### config.mk
export PLATFORM = sky130hd
export DESIGN_NAME = tick_driven_time_of_day_unit
export DESIGN_NICKNAME = d
export VERILOG_FILES = /design/src/rtl/tod_pkg.sv /design/src/rtl/tod_div.sv /design/src/rtl/tick_driven_time_of_day_unit.sv
export SDC_FILE = /design/constraint.sdc
export NUM_CORES = 1
export LEC_CHECK = 0
export BUFFER_PORTS_ARGS = -buffer_cell sky130_fd_sc_hd__buf_2
export CORE_AREA = 2 2 143 145
export CTS_BUF_LIST = sky130_fd_sc_hd__clkbuf_4
export CTS_CLUSTER_SIZE = 24
export DETAILED_ROUTE_END_ITERATION = 10
export DIE_AREA = 0 0 145 147
export GPL_ROUTABILITY_DRIVEN = 0
export HOLD_SLACK_MARGIN = 0.15
export PLACE_DENSITY = 0.79
export SLEW_MARGIN = 20
export SYNTH_ARGS = -nofsm -noshare
export SYNTH_HDL_FRONTEND = slang
export SYNTH_SLANG_ARGS = --single-unit
### constraint.sdc
create_clock -name aclk -period 10.45 [get_ports aclk]
set_input_delay 1.045 -clock aclk [delete_from_list [all_inputs] [get_ports aclk]]
set_output_delay 1.045 -clock aclk [all_outputs]
set_load 0.02 [all_outputs]
### src/rtl/tod_pkg.sv
package tod_pkg;

    localparam int TICK_W = 32;
    localparam int DIV_CNT_W = $clog2(TICK_W);
    localparam logic [DIV_CNT_W-1:0] DIV_CNT_LAST = DIV_CNT_W'(TICK_W - 1);

    localparam int SECS_W = 12;
    localparam logic [SECS_W-1:0] LONG_GAP_SECONDS = 12'd3600;

    localparam logic [4:0] HOUR_LAST = 5'd23;
    localparam logic [5:0] MINUTE_LAST = 6'd59;
    localparam logic [5:0] SECOND_LAST = 6'd59;
    localparam logic [7:0] MINUTE_SAT = 8'd255;

    localparam logic [7:0] FPS_RESET = 8'd60;
    localparam logic [7:0] RESYNC_RESET = 8'd30;

    localparam logic REG_FRAMES_PER_SECOND = 1'b0;
    localparam logic REG_RESYNC_AFTER_MINUTES = 1'b1;

    localparam logic MODE_ADVANCE = 1'b0;
    localparam logic MODE_SYNC = 1'b1;

    typedef struct packed {
        logic              mode;
        logic [TICK_W-1:0] now_ticks;
        logic [4:0]        set_hours;
        logic [5:0]        set_minutes;
        logic [5:0]        set_seconds;
        logic              set_valid;
    } tod_in_t;

    typedef struct packed {
        logic       minute_changed;
        logic       resync_due;
        logic [4:0] hours;
        logic [5:0] minutes;
        logic [5:0] seconds;
        logic       clock_valid;
    } tod_out_t;

    typedef struct packed {
        logic busy;
        logic done;
    } div_stat_t;

endpackage

### src/rtl/tod_div.sv
module tod_div (
    input  logic                        aclk,
    input  logic                        aresetn,
    input  logic                        start,
    input  logic [tod_pkg::TICK_W-1:0]  dividend,
    input  logic [7:0]                  divisor,
    output tod_pkg::div_stat_t          stat,
    output logic [tod_pkg::TICK_W-1:0]  quotient,
    output logic [7:0]                  remainder
);

    logic                            busy_reg;
    logic                            done_reg;
    logic [tod_pkg::DIV_CNT_W-1:0]   cnt_reg;
    logic [tod_pkg::TICK_W-1:0]      quo_reg;
    logic [tod_pkg::TICK_W-1:0]      quo_next;
    logic [7:0]                      rem_reg;
    logic [7:0]                      rem_next;
    logic [7:0]                      dvs_reg;
    logic [8:0]                      trial;
    logic                            qbit;

    // one restoring step: shift in the next dividend bit, subtract if it fits
    always_comb begin
        trial = {rem_reg, quo_reg[tod_pkg::TICK_W-1]};
        qbit = (trial >= {1'b0, dvs_reg});
        rem_next = qbit ? 8'(trial - {1'b0, dvs_reg}) : trial[7:0];
        quo_next = {quo_reg[tod_pkg::TICK_W-2:0], qbit};
    end

    always_ff @(posedge aclk) begin
        if (!aresetn) begin
            busy_reg <= 1'b0;
            done_reg <= 1'b0;
            cnt_reg <= '0;
        end else begin
            done_reg <= 1'b0;
            if (start) begin
                busy_reg <= 1'b1;
                cnt_reg <= '0;
            end else if (busy_reg) begin
                cnt_reg <= cnt_reg + 1'b1;
                if (cnt_reg == tod_pkg::DIV_CNT_LAST) begin
                    busy_reg <= 1'b0;
                    done_reg <= 1'b1;
                end
            end
        end
    end

    always_ff @(posedge aclk) begin
        if (start) begin
            quo_reg <= dividend;
            rem_reg <= '0;
            dvs_reg <= divisor;
        end else if (busy_reg) begin
            quo_reg <= quo_next;
            rem_reg <= rem_next;
        end
    end

    assign stat.busy = busy_reg;
    assign stat.done = done_reg;
    assign quotient = quo_reg;
    assign remainder = rem_reg;

endmodule

### src/rtl/tick_driven_time_of_day_unit.sv
// A sync word, or an advance on an invalid clock or wrapped counter, goes from acceptance
// straight to the result; a dividing advance runs the bit-serial divide and then steps
// the seconds (0..3600 of them) one at a time before the result.
// One word in flight; s_ready is high only while the sequencer is idle, so a new word
// is taken only once the last one has left ST_FIN; the one-second step loop is the longest part.
// Reset (aresetn low, synchronous): time invalid, counters and baseline zero,
// frames_per_second 60, resync_after_minutes 30, no result pending.
module tick_driven_time_of_day_unit (
    input  logic               aclk,
    input  logic               aresetn,
    input  logic               s_valid,
    output logic               s_ready,
    input  tod_pkg::tod_in_t   s_data,
    output logic               m_valid,
    input  logic               m_ready,
    output tod_pkg::tod_out_t  m_data,
    input  logic               cfg_wr_en,
    input  logic               cfg_index,
    input  logic [7:0]         cfg_wdata
);

    localparam logic [1:0] ST_IDLE = 2'd0;
    localparam logic [1:0] ST_DIV  = 2'd1;
    localparam logic [1:0] ST_STEP = 2'd2;
    localparam logic [1:0] ST_FIN  = 2'd3;

    logic [1:0]                  state_reg, state_next;
    logic [tod_pkg::TICK_W-1:0]  baseline_reg, baseline_next;
    logic [tod_pkg::TICK_W-1:0]  now_reg, now_next;
    logic [7:0]                  mss_reg, mss_next;
    logic [4:0]                  hr_reg, hr_next;
    logic [5:0]                  min_reg, min_next;
    logic [5:0]                  sec_reg, sec_next;
    logic                        valid_reg, valid_next;
    logic [tod_pkg::SECS_W-1:0]  secs_reg, secs_next;
    logic                        changed_reg, changed_next;
    logic [7:0]                  fps_reg;
    logic [7:0]                  resync_reg;
    logic                        m_valid_reg, m_valid_next;
    tod_pkg::tod_out_t           m_data_reg, m_data_next;

    logic                        s_fire;
    logic [tod_pkg::TICK_W:0]    diff;
    logic [7:0]                  rate;
    logic                        div_start;
    tod_pkg::div_stat_t          div_stat;
    logic [tod_pkg::TICK_W-1:0]  div_quo;
    logic [7:0]                  div_rem;

    assign s_ready = (state_reg == ST_IDLE);
    assign s_fire = s_valid && s_ready;
    assign rate = (fps_reg == 8'd0) ? 8'd1 : fps_reg;
    assign diff = {1'b0, s_data.now_ticks} - {1'b0, baseline_reg};

    tod_div u_div (
        .aclk      (aclk),
        .aresetn   (aresetn),
        .start     (div_start),
        .dividend  (diff[tod_pkg::TICK_W-1:0]),
        .divisor   (rate),
        .stat      (div_stat),
        .quotient  (div_quo),
        .remainder (div_rem)
    );

    always_comb begin
        state_next = state_reg;
        baseline_next = baseline_reg;
        now_next = now_reg;
        mss_next = mss_reg;
        hr_next = hr_reg;
        min_next = min_reg;
        sec_next = sec_reg;
        valid_next = valid_reg;
        secs_next = secs_reg;
        changed_next = changed_reg;
        m_valid_next = m_valid_reg && !m_ready;
        m_data_next = m_data_reg;
        div_start = 1'b0;

        case (state_reg)
            ST_IDLE: begin
                if (s_fire) begin
                    changed_next = 1'b0;
                    now_next = s_data.now_ticks;
                    state_next = ST_FIN;
                    if (s_data.mode == tod_pkg::MODE_SYNC) begin
                        hr_next = (s_data.set_hours > tod_pkg::HOUR_LAST) ?
                                  tod_pkg::HOUR_LAST : s_data.set_hours;
                        min_next = (s_data.set_minutes > tod_pkg::MINUTE_LAST) ?
                                   tod_pkg::MINUTE_LAST : s_data.set_minutes;
                        sec_next = (s_data.set_seconds > tod_pkg::SECOND_LAST) ?
                                   tod_pkg::SECOND_LAST : s_data.set_seconds;
                        valid_next = s_data.set_valid;
                        baseline_next = s_data.now_ticks;
                        mss_next = '0;
                    end else if (valid_reg) begin
                        if (diff[tod_pkg::TICK_W]) begin
                            // counter wrapped: rebase only
                            baseline_next = s_data.now_ticks;
                        end else begin
                            div_start = 1'b1;
                            state_next = ST_DIV;
                        end
                    end
                end
            end
            ST_DIV: begin
                if (div_stat.done) begin
                    if (div_quo == '0) begin
                        state_next = ST_FIN;
                    end else if (div_quo > tod_pkg::TICK_W'(tod_pkg::LONG_GAP_SECONDS)) begin
                        mss_next = resync_reg;
                        changed_next = 1'b1;
                        state_next = ST_FIN;
                    end else begin
                        // keep the leftover ticks: baseline + secs*rate == now - remainder
                        baseline_next = now_reg - tod_pkg::TICK_W'(div_rem);
                        secs_next = div_quo[tod_pkg::SECS_W-1:0];
                        state_next = ST_STEP;
                    end
                end
            end
            ST_STEP: begin
                // advance one second per cycle
                secs_next = secs_reg - 1'b1;
                if (sec_reg == tod_pkg::SECOND_LAST) begin
                    sec_next = '0;
                    changed_next = 1'b1;
                    if (mss_reg != tod_pkg::MINUTE_SAT) begin
                        mss_next = mss_reg + 1'b1;
                    end
                    if (min_reg == tod_pkg::MINUTE_LAST) begin
                        min_next = '0;
                        if (hr_reg == tod_pkg::HOUR_LAST) begin
                            hr_next = '0;
                            mss_next = resync_reg;
                        end else begin
                            hr_next = hr_reg + 1'b1;
                        end
                    end else begin
                        min_next = min_reg + 1'b1;
                    end
                end else begin
                    sec_next = sec_reg + 1'b1;
                end
                if (secs_reg == tod_pkg::SECS_W'(1)) begin
                    state_next = ST_FIN;
                end
            end
            ST_FIN: begin
                // hold until the output register is free
                if (!m_valid_reg || m_ready) begin
                    m_valid_next = 1'b1;
                    m_data_next.minute_changed = changed_reg;
                    m_data_next.resync_due = (mss_reg >= resync_reg);
                    m_data_next.hours = hr_reg;
                    m_data_next.minutes = min_reg;
                    m_data_next.seconds = sec_reg;
                    m_data_next.clock_valid = valid_reg;
                    state_next = ST_IDLE;
                end
            end
            default: begin
                state_next = ST_IDLE;
            end
        endcase
    end

    always_ff @(posedge aclk) begin
        if (!aresetn) begin
            state_reg <= ST_IDLE;
            baseline_reg <= '0;
            mss_reg <= '0;
            hr_reg <= '0;
            min_reg <= '0;
            sec_reg <= '0;
            valid_reg <= 1'b0;
            fps_reg <= tod_pkg::FPS_RESET;
            resync_reg <= tod_pkg::RESYNC_RESET;
            m_valid_reg <= 1'b0;
        end else begin
            state_reg <= state_next;
            baseline_reg <= baseline_next;
            mss_reg <= mss_next;
            hr_reg <= hr_next;
            min_reg <= min_next;
            sec_reg <= sec_next;
            valid_reg <= valid_next;
            m_valid_reg <= m_valid_next;
            if (cfg_wr_en) begin
                case (cfg_index)
                    tod_pkg::REG_FRAMES_PER_SECOND: fps_reg <= cfg_wdata;
                    tod_pkg::REG_RESYNC_AFTER_MINUTES: resync_reg <= cfg_wdata;
                    default: ;
                endcase
            end
        end
    end

    always_ff @(posedge aclk) begin
        now_reg <= now_next;
        secs_reg <= secs_next;
        changed_reg <= changed_next;
        m_data_reg <= m_data_next;
    end

    assign m_valid = m_valid_reg;
    assign m_data = m_data_reg;

endmodule

==> results.json, run 1 <==
{
  "status": "finished clean",
  "antenna_found_initial": 2,
  "cts_max_level": 4,
  "hold_viol": 0,
  "finalCriticalPeriod_ps": 4070,
  "syn_nets": 1438,
  "worstSetupEndpointType": "flop",
  "core_um2": 19800,
  "first_pass_iters": 5,
  "vdd_drop_max_mv": 0.106,
  "clock_path_buffers": 2,
  "portBuffers": 86,
  "post-dp-hpwl_um": 21100,
  "cts_hold_buf": 0,
  "clkSinkCount": 197,
  "path_buf_inv": 4,
  "area_delta_synth_final_pct": 7.47,
  "tritoncts": "done",
  "synth-edff-count": 105,
  "vias_per_cell": 6.06,
  "grt_max_degree": 68,
  "tightestPinTransition_ps": 1110,
  "path_max_fanout": 67,
  "grt-ovfl-total": 0,
  "nets": 1491,
  "max_freq_mhz": 246,
  "slowest_stage": "nand2b_1",
  "seqPwrFrac_pct": 37.2,
  "antenna_left": 0,
  "slowest_delay_ps": 450,
  "cts_root_buf": "clkbuf_4",
  "synth_cell_type_count": 70,
  "intPower_mw": 1.63,
  "leakage_nw": 4.89,
  "grt_pass1_wl_um": 46100,
  "async_reset_ff_share_pct": 0,
  "cts-buffers-inserted": 17,
  "rows": 52,
  "post-route-util_pct": 63.4,
  "slew_viol_final": 0,
  "syn_avg_cell_area_um2": 8.99,
  "worstSkewPairLatency_ps": 590,
  "wl_per_cell_um": 17.5,
  "cp-start-kind": "input pin",
  "relSlewSlack_pct": 25.2,
  "netlist_instances": 1302,
  "drt_iter0_markers": 1022,
  "cts_resized": 0,
  "cp_data_required_time_ps": 10720,
  "ios": 87,
  "yosysSeqAreaShare_pct": 42.7,
  "post-place-ws_ps": 5810,
  "worst_slack_ps": 6380,
  "rsz0062_at_grt": "false",
  "die_x_um": 145,
  "finClkSkew_ps": 33.5,
  "p_total_mw": 2.95,
  "start_util_pct": 59.0,
  "critPathKind": "input pin to flop",
  "critical_path.cell_chain": "buf_2 -> inv_1 -> ha_1 -> fa_1 -> nand2b_1 -> a21oi_1 -> o21ai_1 -> o21bai_1 -> o2111ai_2 -> a21o_2 -> buf_4 -> nand2b_1 -> buf_4",
  "power_density_nw_per_um2": 234,
  "die_h_um": 147,
  "drt-total-wl_um": 28600,
  "dieArea_um2": 21300,
  "p_sw_share_pct": 44.7,
  "cp.arrival_ps": 4340,
  "layout_common_cells": "132 x nand2_1, 111 x nor2_1, 109 x a21oi_1",
  "clk_pin_slew_ps": 170,
  "ys_ff_latch": 197,
  "post_cts_buffers": 0,
  "synth_ff_type": "edfxtp_1",
  "p_comb_share_pct": 50.5,
  "fin_crit_sh_pct": 38.9,
  "p_clk_share_pct": 12.4,
  "track_usage_pct": 26.8,
  "hold_path.class": "flop to flop",
  "drc": 0,
  "grt_pass1_vias": 9167,
  "power_switching_mw": 1.32,
  "syn_area_um2": 11700,
  "yosysWarnings": 0,
  "setup_tns_ps": 0,
  "setup_violations": 0,
  "vias": 9941,
  "drive_above_1_share_pct": 11.1,
  "cap_violations": 0,
  "path_delay_family": "compound AO/OA/AOI/OAI gates",
  "layout_commonest_cell": "nand2_1"
}
final cells by class:
type	count	area, um^2
fill	1679	7270
multi-input combinational	960	6170
sequential	197	4990
timing repair buffer	99	528
tap	270	338
inverter	80	302
clock buffer	18	135
clock inverter	14	100
antenna	2	5.00
worst paths after layout:
path / start / end / slack, ps / cells past startpoint
max: s_data[18] / u_div.quotient[18] / 6380 / 13
min: changed_reg / m_data[19] / 430 / 0
max reg2reg: baseline_reg[0] / u_div.quotient[18] / 6710 / 11
min reg2reg: changed_reg / m_data[19] / 430 / 0
cell families (layout without fill, tap and decap cells):
group	Yosys count	count (layout)	synth area share, %
flip-flops	197	197	42.7
AO/OA/AOI/OAI	358	358	19.4
multiplexers	19	19	1.64
buffers and inverters	145	211	4.74
XOR/XNOR	72	72	5.39
AND/OR/NAND/NOR	440	440	18.4
other	0	2	0
adder cells (fa/ha/maj)	71	71	7.78
routing by layer:
layer	part of all wire (%)	wire length, um	track usage [%]	vias to the layer above
li1	-	-	-	4829
met1	45	12800	37.0	4673
met2	46	13300	43.5	388
met3	6.5	1870	4.50	51
met4	2.1	614	8.27	0
met5	0	0	0	-
cells in the mapped netlist, types with 19 or more instances:
cell type | number | area, um^2
dfxtp_1 | 92 | 1840
nor3_1 | 23 | 115
clkbuf_1 | 52 | 195
a211oi_1 | 20 | 150
xnor2_1 | 37 | 324
xor2_1 | 35 | 307
edfxtp_1 | 105 | 3150
inv_1 | 79 | 297
nor2_1 | 112 | 420
nand4_1 | 29 | 181
nand3_1 | 41 | 205
nand2_1 | 132 | 495
nand2b_1 | 19 | 119
o31ai_1 | 22 | 165
o21ai_0 | 83 | 415
ha_1 | 68 | 851
a21o_1 | 20 | 150
a21oi_1 | 109 | 546
per-stage QoR:
stage               cell area (um^2)  hold slack, ps  std cells
floorplan                      11700             400       1302
global route                   12600             448       1640
global placement               12300             403       1606
finish                         12600             429       1640
CTS                            12600             434       1638
detailed placement             12300             409       1606
power groups by stage:
stage	logic, mW	clock network (mW)	registers, mW
2_1_floorplan	1.08	0	1.09
3_3_place_gp	1.42	0	1.11
3_5_place_dp	1.46	0	1.11
4_1_cts	1.46	0.370	1.09
5_1_grt	1.63	0.401	1.11
6_report	1.49	0.364	1.09
Power figures use the tool's default switching activity.
==> run 2, diff against run 1 <==
ABC_AREA = 1   (was unset)
CORE_AREA = 2 2 155 157   (was 2 2 143 145)
DIE_AREA = 0 0 157 159   (was 0 0 145 147)
PLACE_DENSITY = 0.78   (was 0.79)
clock period = 3.3 ns   (was 10.45 ns; I/O delays follow)
==> results.json, run 2 <==
{
  "grt_pass1_wl_um": 57600,
  "yosys-top-cells-count": "509 x nand2_1, 245 x inv_1, 214 x nor2_1",
  "core_um2": 23200,
  "cts_root_buf": "clkbuf_4",
  "r2r_end": "hr_reg[2]",
  "vias_per_cell": 5.45,
  "reg2reg_from": "state_reg[0]",
  "post-dp-hpwl_um": 25600,
  "hold_viol": 0,
  "min_path_cells": 5,
  "critPathKind": "flop to flop",
  "layout_common_cells": "509 x nand2_1, 245 x inv_1, 214 x nor2_1",
  "worstSkewPairLatency_ps": 620,
  "reg2reg_slack_ps": 370,
  "path_max_fanout": 13,
  "fillerInstances": 2058,
  "synth_top_cell_by_area": "edfxtp_1",
  "wl_per_cell_um": 15.2,
  "rsz0062_at_grt": "false",
  "setup_violations": 0,
  "intPower_mw": 5.43,
  "tightestPinTransition_ps": 672,
  "vias": 12600,
  "grt_pass1_vias": 12100,
  "yosysWarnings": 0,
  "yosysTopAreaCellShare_pct": 24.0,
  "area_delta_synth_final_pct": 12.4,
  "leakage_nw": 6.71,
  "cp_data_required_time_ps": 3850,
  "rr_worst_depth": 13,
  "hold_path.class": "input pin to flop",
  "antenna_left": 0,
  "path_delay_family": "buffers and inverters",
  "status": "finished clean",
  "clk_pin_slew_ps": 220,
  "finClkSkew_ps": 32.8,
  "drt-total-wl_um": 35100,
  "cp.arrival_ps": 3480,
  "synth_ff_type": "edfxtp_1",
  "p_comb_share_pct": 52.1,
  "async_reset_ff_share_pct": 0,
  "netlist_instances": 1849,
  "synth.most_common_cell": "nand2_1",
  "slew_viol_final": 0,
  "synthTopCellsByArea": "edfxtp_1 24%, nand2_1 15%, dfxtp_1 14%",
  "p_clk_share_pct": 13.4,
  "cts_hold_buf": 68,
  "power_density_nw_per_um2": 707,
  "nets": 2119,
  "seqPwrFrac_pct": 34.5,
  "fin_crit_sh_pct": 88.8,
  "drive_above_1_share_pct": 9.67,
  "multi_input_area_um2": 6900,
  "rows": 56,
  "power_switching_mw": 5.02,
  "syn_avg_cell_area_um2": 7.11,
  "worstSetupEndpointType": "flop",
  "tritoncts": "done",
  "ios": 87,
  "antenna_found_initial": 1,
  "relSlewSlack_pct": 55.2,
  "cts-buffers-inserted": 17,
  "clkSinkCount": 197,
  "first_pass_iters": 7,
  "portBuffers": 86,
  "die_h_um": 159,
  "grt-ovfl-total": 0,
  "vdd_drop_max_mv": 0.397,
  "layout.area.seq_um2": 4990,
  "min_from": "s_data[16]",
  "dp.cells": 2215,
  "min_delay_worst_endpoint": "hr_reg[1]",
  "cap_violations": 0,
  "stdcell_count": 2316,
  "p_sw_share_pct": 48.1,
  "crit_top_cell": "nand2_1",
  "ys_ff_latch": 197,
  "setup_tns_ps": 0,
  "finalCriticalPeriod_ps": 2930,
  "track_usage_pct": 28.5,
  "slowest_stage": "dlygate4sd3_1",
  "drt_iter0_markers": 1202,
  "path_buf_inv": 5,
  "start_util_pct": 56.7,
  "critical_path.cell_chain": "inv_1 -> ha_1 -> nand2_1 -> inv_1 -> nand2_1 -> nand2_1 -> nand2_1 -> inv_2 -> nand2_2 -> inv_2 -> o311ai_1 -> dlygate4sd3_1 -> a21oi_1",
  "clock_path_buffers": 2,
  "post_cts_buffers": 0,
  "syn_nets": 1985,
  "dieArea_um2": 25000,
  "cts_resized": 0,
  "drc": 0,
  "cts_max_level": 4,
  "max_freq_mhz": 341,
  "post-route-util_pct": 63.7,
  "cp-start-kind": "flop",
  "syn_area_um2": 13100,
  "die_x_um": 157,
  "slowest_delay_ps": 580,
  "grt_max_degree": 62,
  "layout_commonest_cell": "nand2_1",
  "synth_cell_type_count": 47,
  "synth-edff-count": 105,
  "yosysSeqAreaShare_pct": 38.0
}
-- run 2: cell count changes after synthesis, moves of 21 or more --
cell	delta
nand2_1	+377
o21ai_0	+27
a21oi_2	+23
nor2_1	+102
nand3_1	+98
clkbuf_1	-21
inv_1	+166
-- run 2: through the flow --
step	worst slack (ps)	instance area [um^2]	hold WS [ps]	total power, mW
finish	371	14800	213	10.5
global route	108	14800	198	11.3
CTS	426	14800	167	10.4
detailed placement	524	13800	432	8.90
global placement	575	13800	427	8.79
floorplan	145	13100	400	7.70
-- run 2: logic make-up (layout without fill, tap and decap cells) --
kind of cell,count (synthesis),after routing,synth area share (%)
compound gates,279,279,12.2
xor+xnor,42,42,2.80
fa+ha+maj,71,71,6.93
buf+inv,304,451,9.53
flops,197,197,38.0
mux,2,2,0.152
other cells,0,1,0
simple gates,954,954,30.3
-- run 2: power groups by stage --
stage          combinational (mW)  sequential (mW)  clock, mW
4_1_cts                      5.35             3.59       1.41
3_3_place_gp                 5.16             3.63          0
2_1_floorplan                4.13             3.58          0
3_5_place_dp                 5.25             3.65          0
6_report                     5.45             3.61       1.40
5_1_grt                      6.11             3.67       1.49
-- run 2: final cells by class --
type / instances / share of cell area (%)
well taps: 319 / 2.70
inverters: 252 / 6.41
diodes: 1 / 0.0169
clock inverters: 15 / 1.32
flip-flops and latches: 197 / 33.8
multi-input cells: 1348 / 46.7
clock buffers: 17 / 0.864
repair buffers: 167 / 8.18
-- run 2: worst max-delay path by stage --
stage / start / depth (start not counted) / slack (ps) / end
floorplan: state_reg[0] / 8 / 140 / u_div.quotient[0]
global placement: s_data[18] / 16 / 570 / u_div.quotient[19]
detailed placement: s_data[18] / 16 / 520 / u_div.quotient[19]
CTS: state_reg[0] / 12 / 430 / hr_reg[2]
global route: state_reg[0] / 12 / 110 / hr_reg[2]
finish: state_reg[0] / 13 / 370 / hr_reg[2]
-- run 2: routing by layer --
| layer | vias up | part of all wire [%] | routed length (um) | GRT usage [%] |
|---|---|---|---|---|
| met2 | 495 | 47 | 16400 | 48.4 |
| met3 | 103 | 6.3 | 2210 | 4.35 |
| met5 | - | 0 | 0 | 0 |
| met1 | 5741 | 43 | 15100 | 36.4 |
| li1 | 6276 | - | - | - |
| met4 | 0 | 3.9 | 1380 | 11.3 |
-- run 2: worst reg2reg max path, stage by stage, from the launching register on --
cell and delay, ps:
dfxtp_1 380, inv_1 90, ha_1 290, nand2_1 80, inv_1 90, nand2_1 80, nand2_1 350, nand2_1 280
inv_2 190, nand2_2 120, inv_2 120, o311ai_1 100, dlygate4sd3_1 580, a21oi_1 120
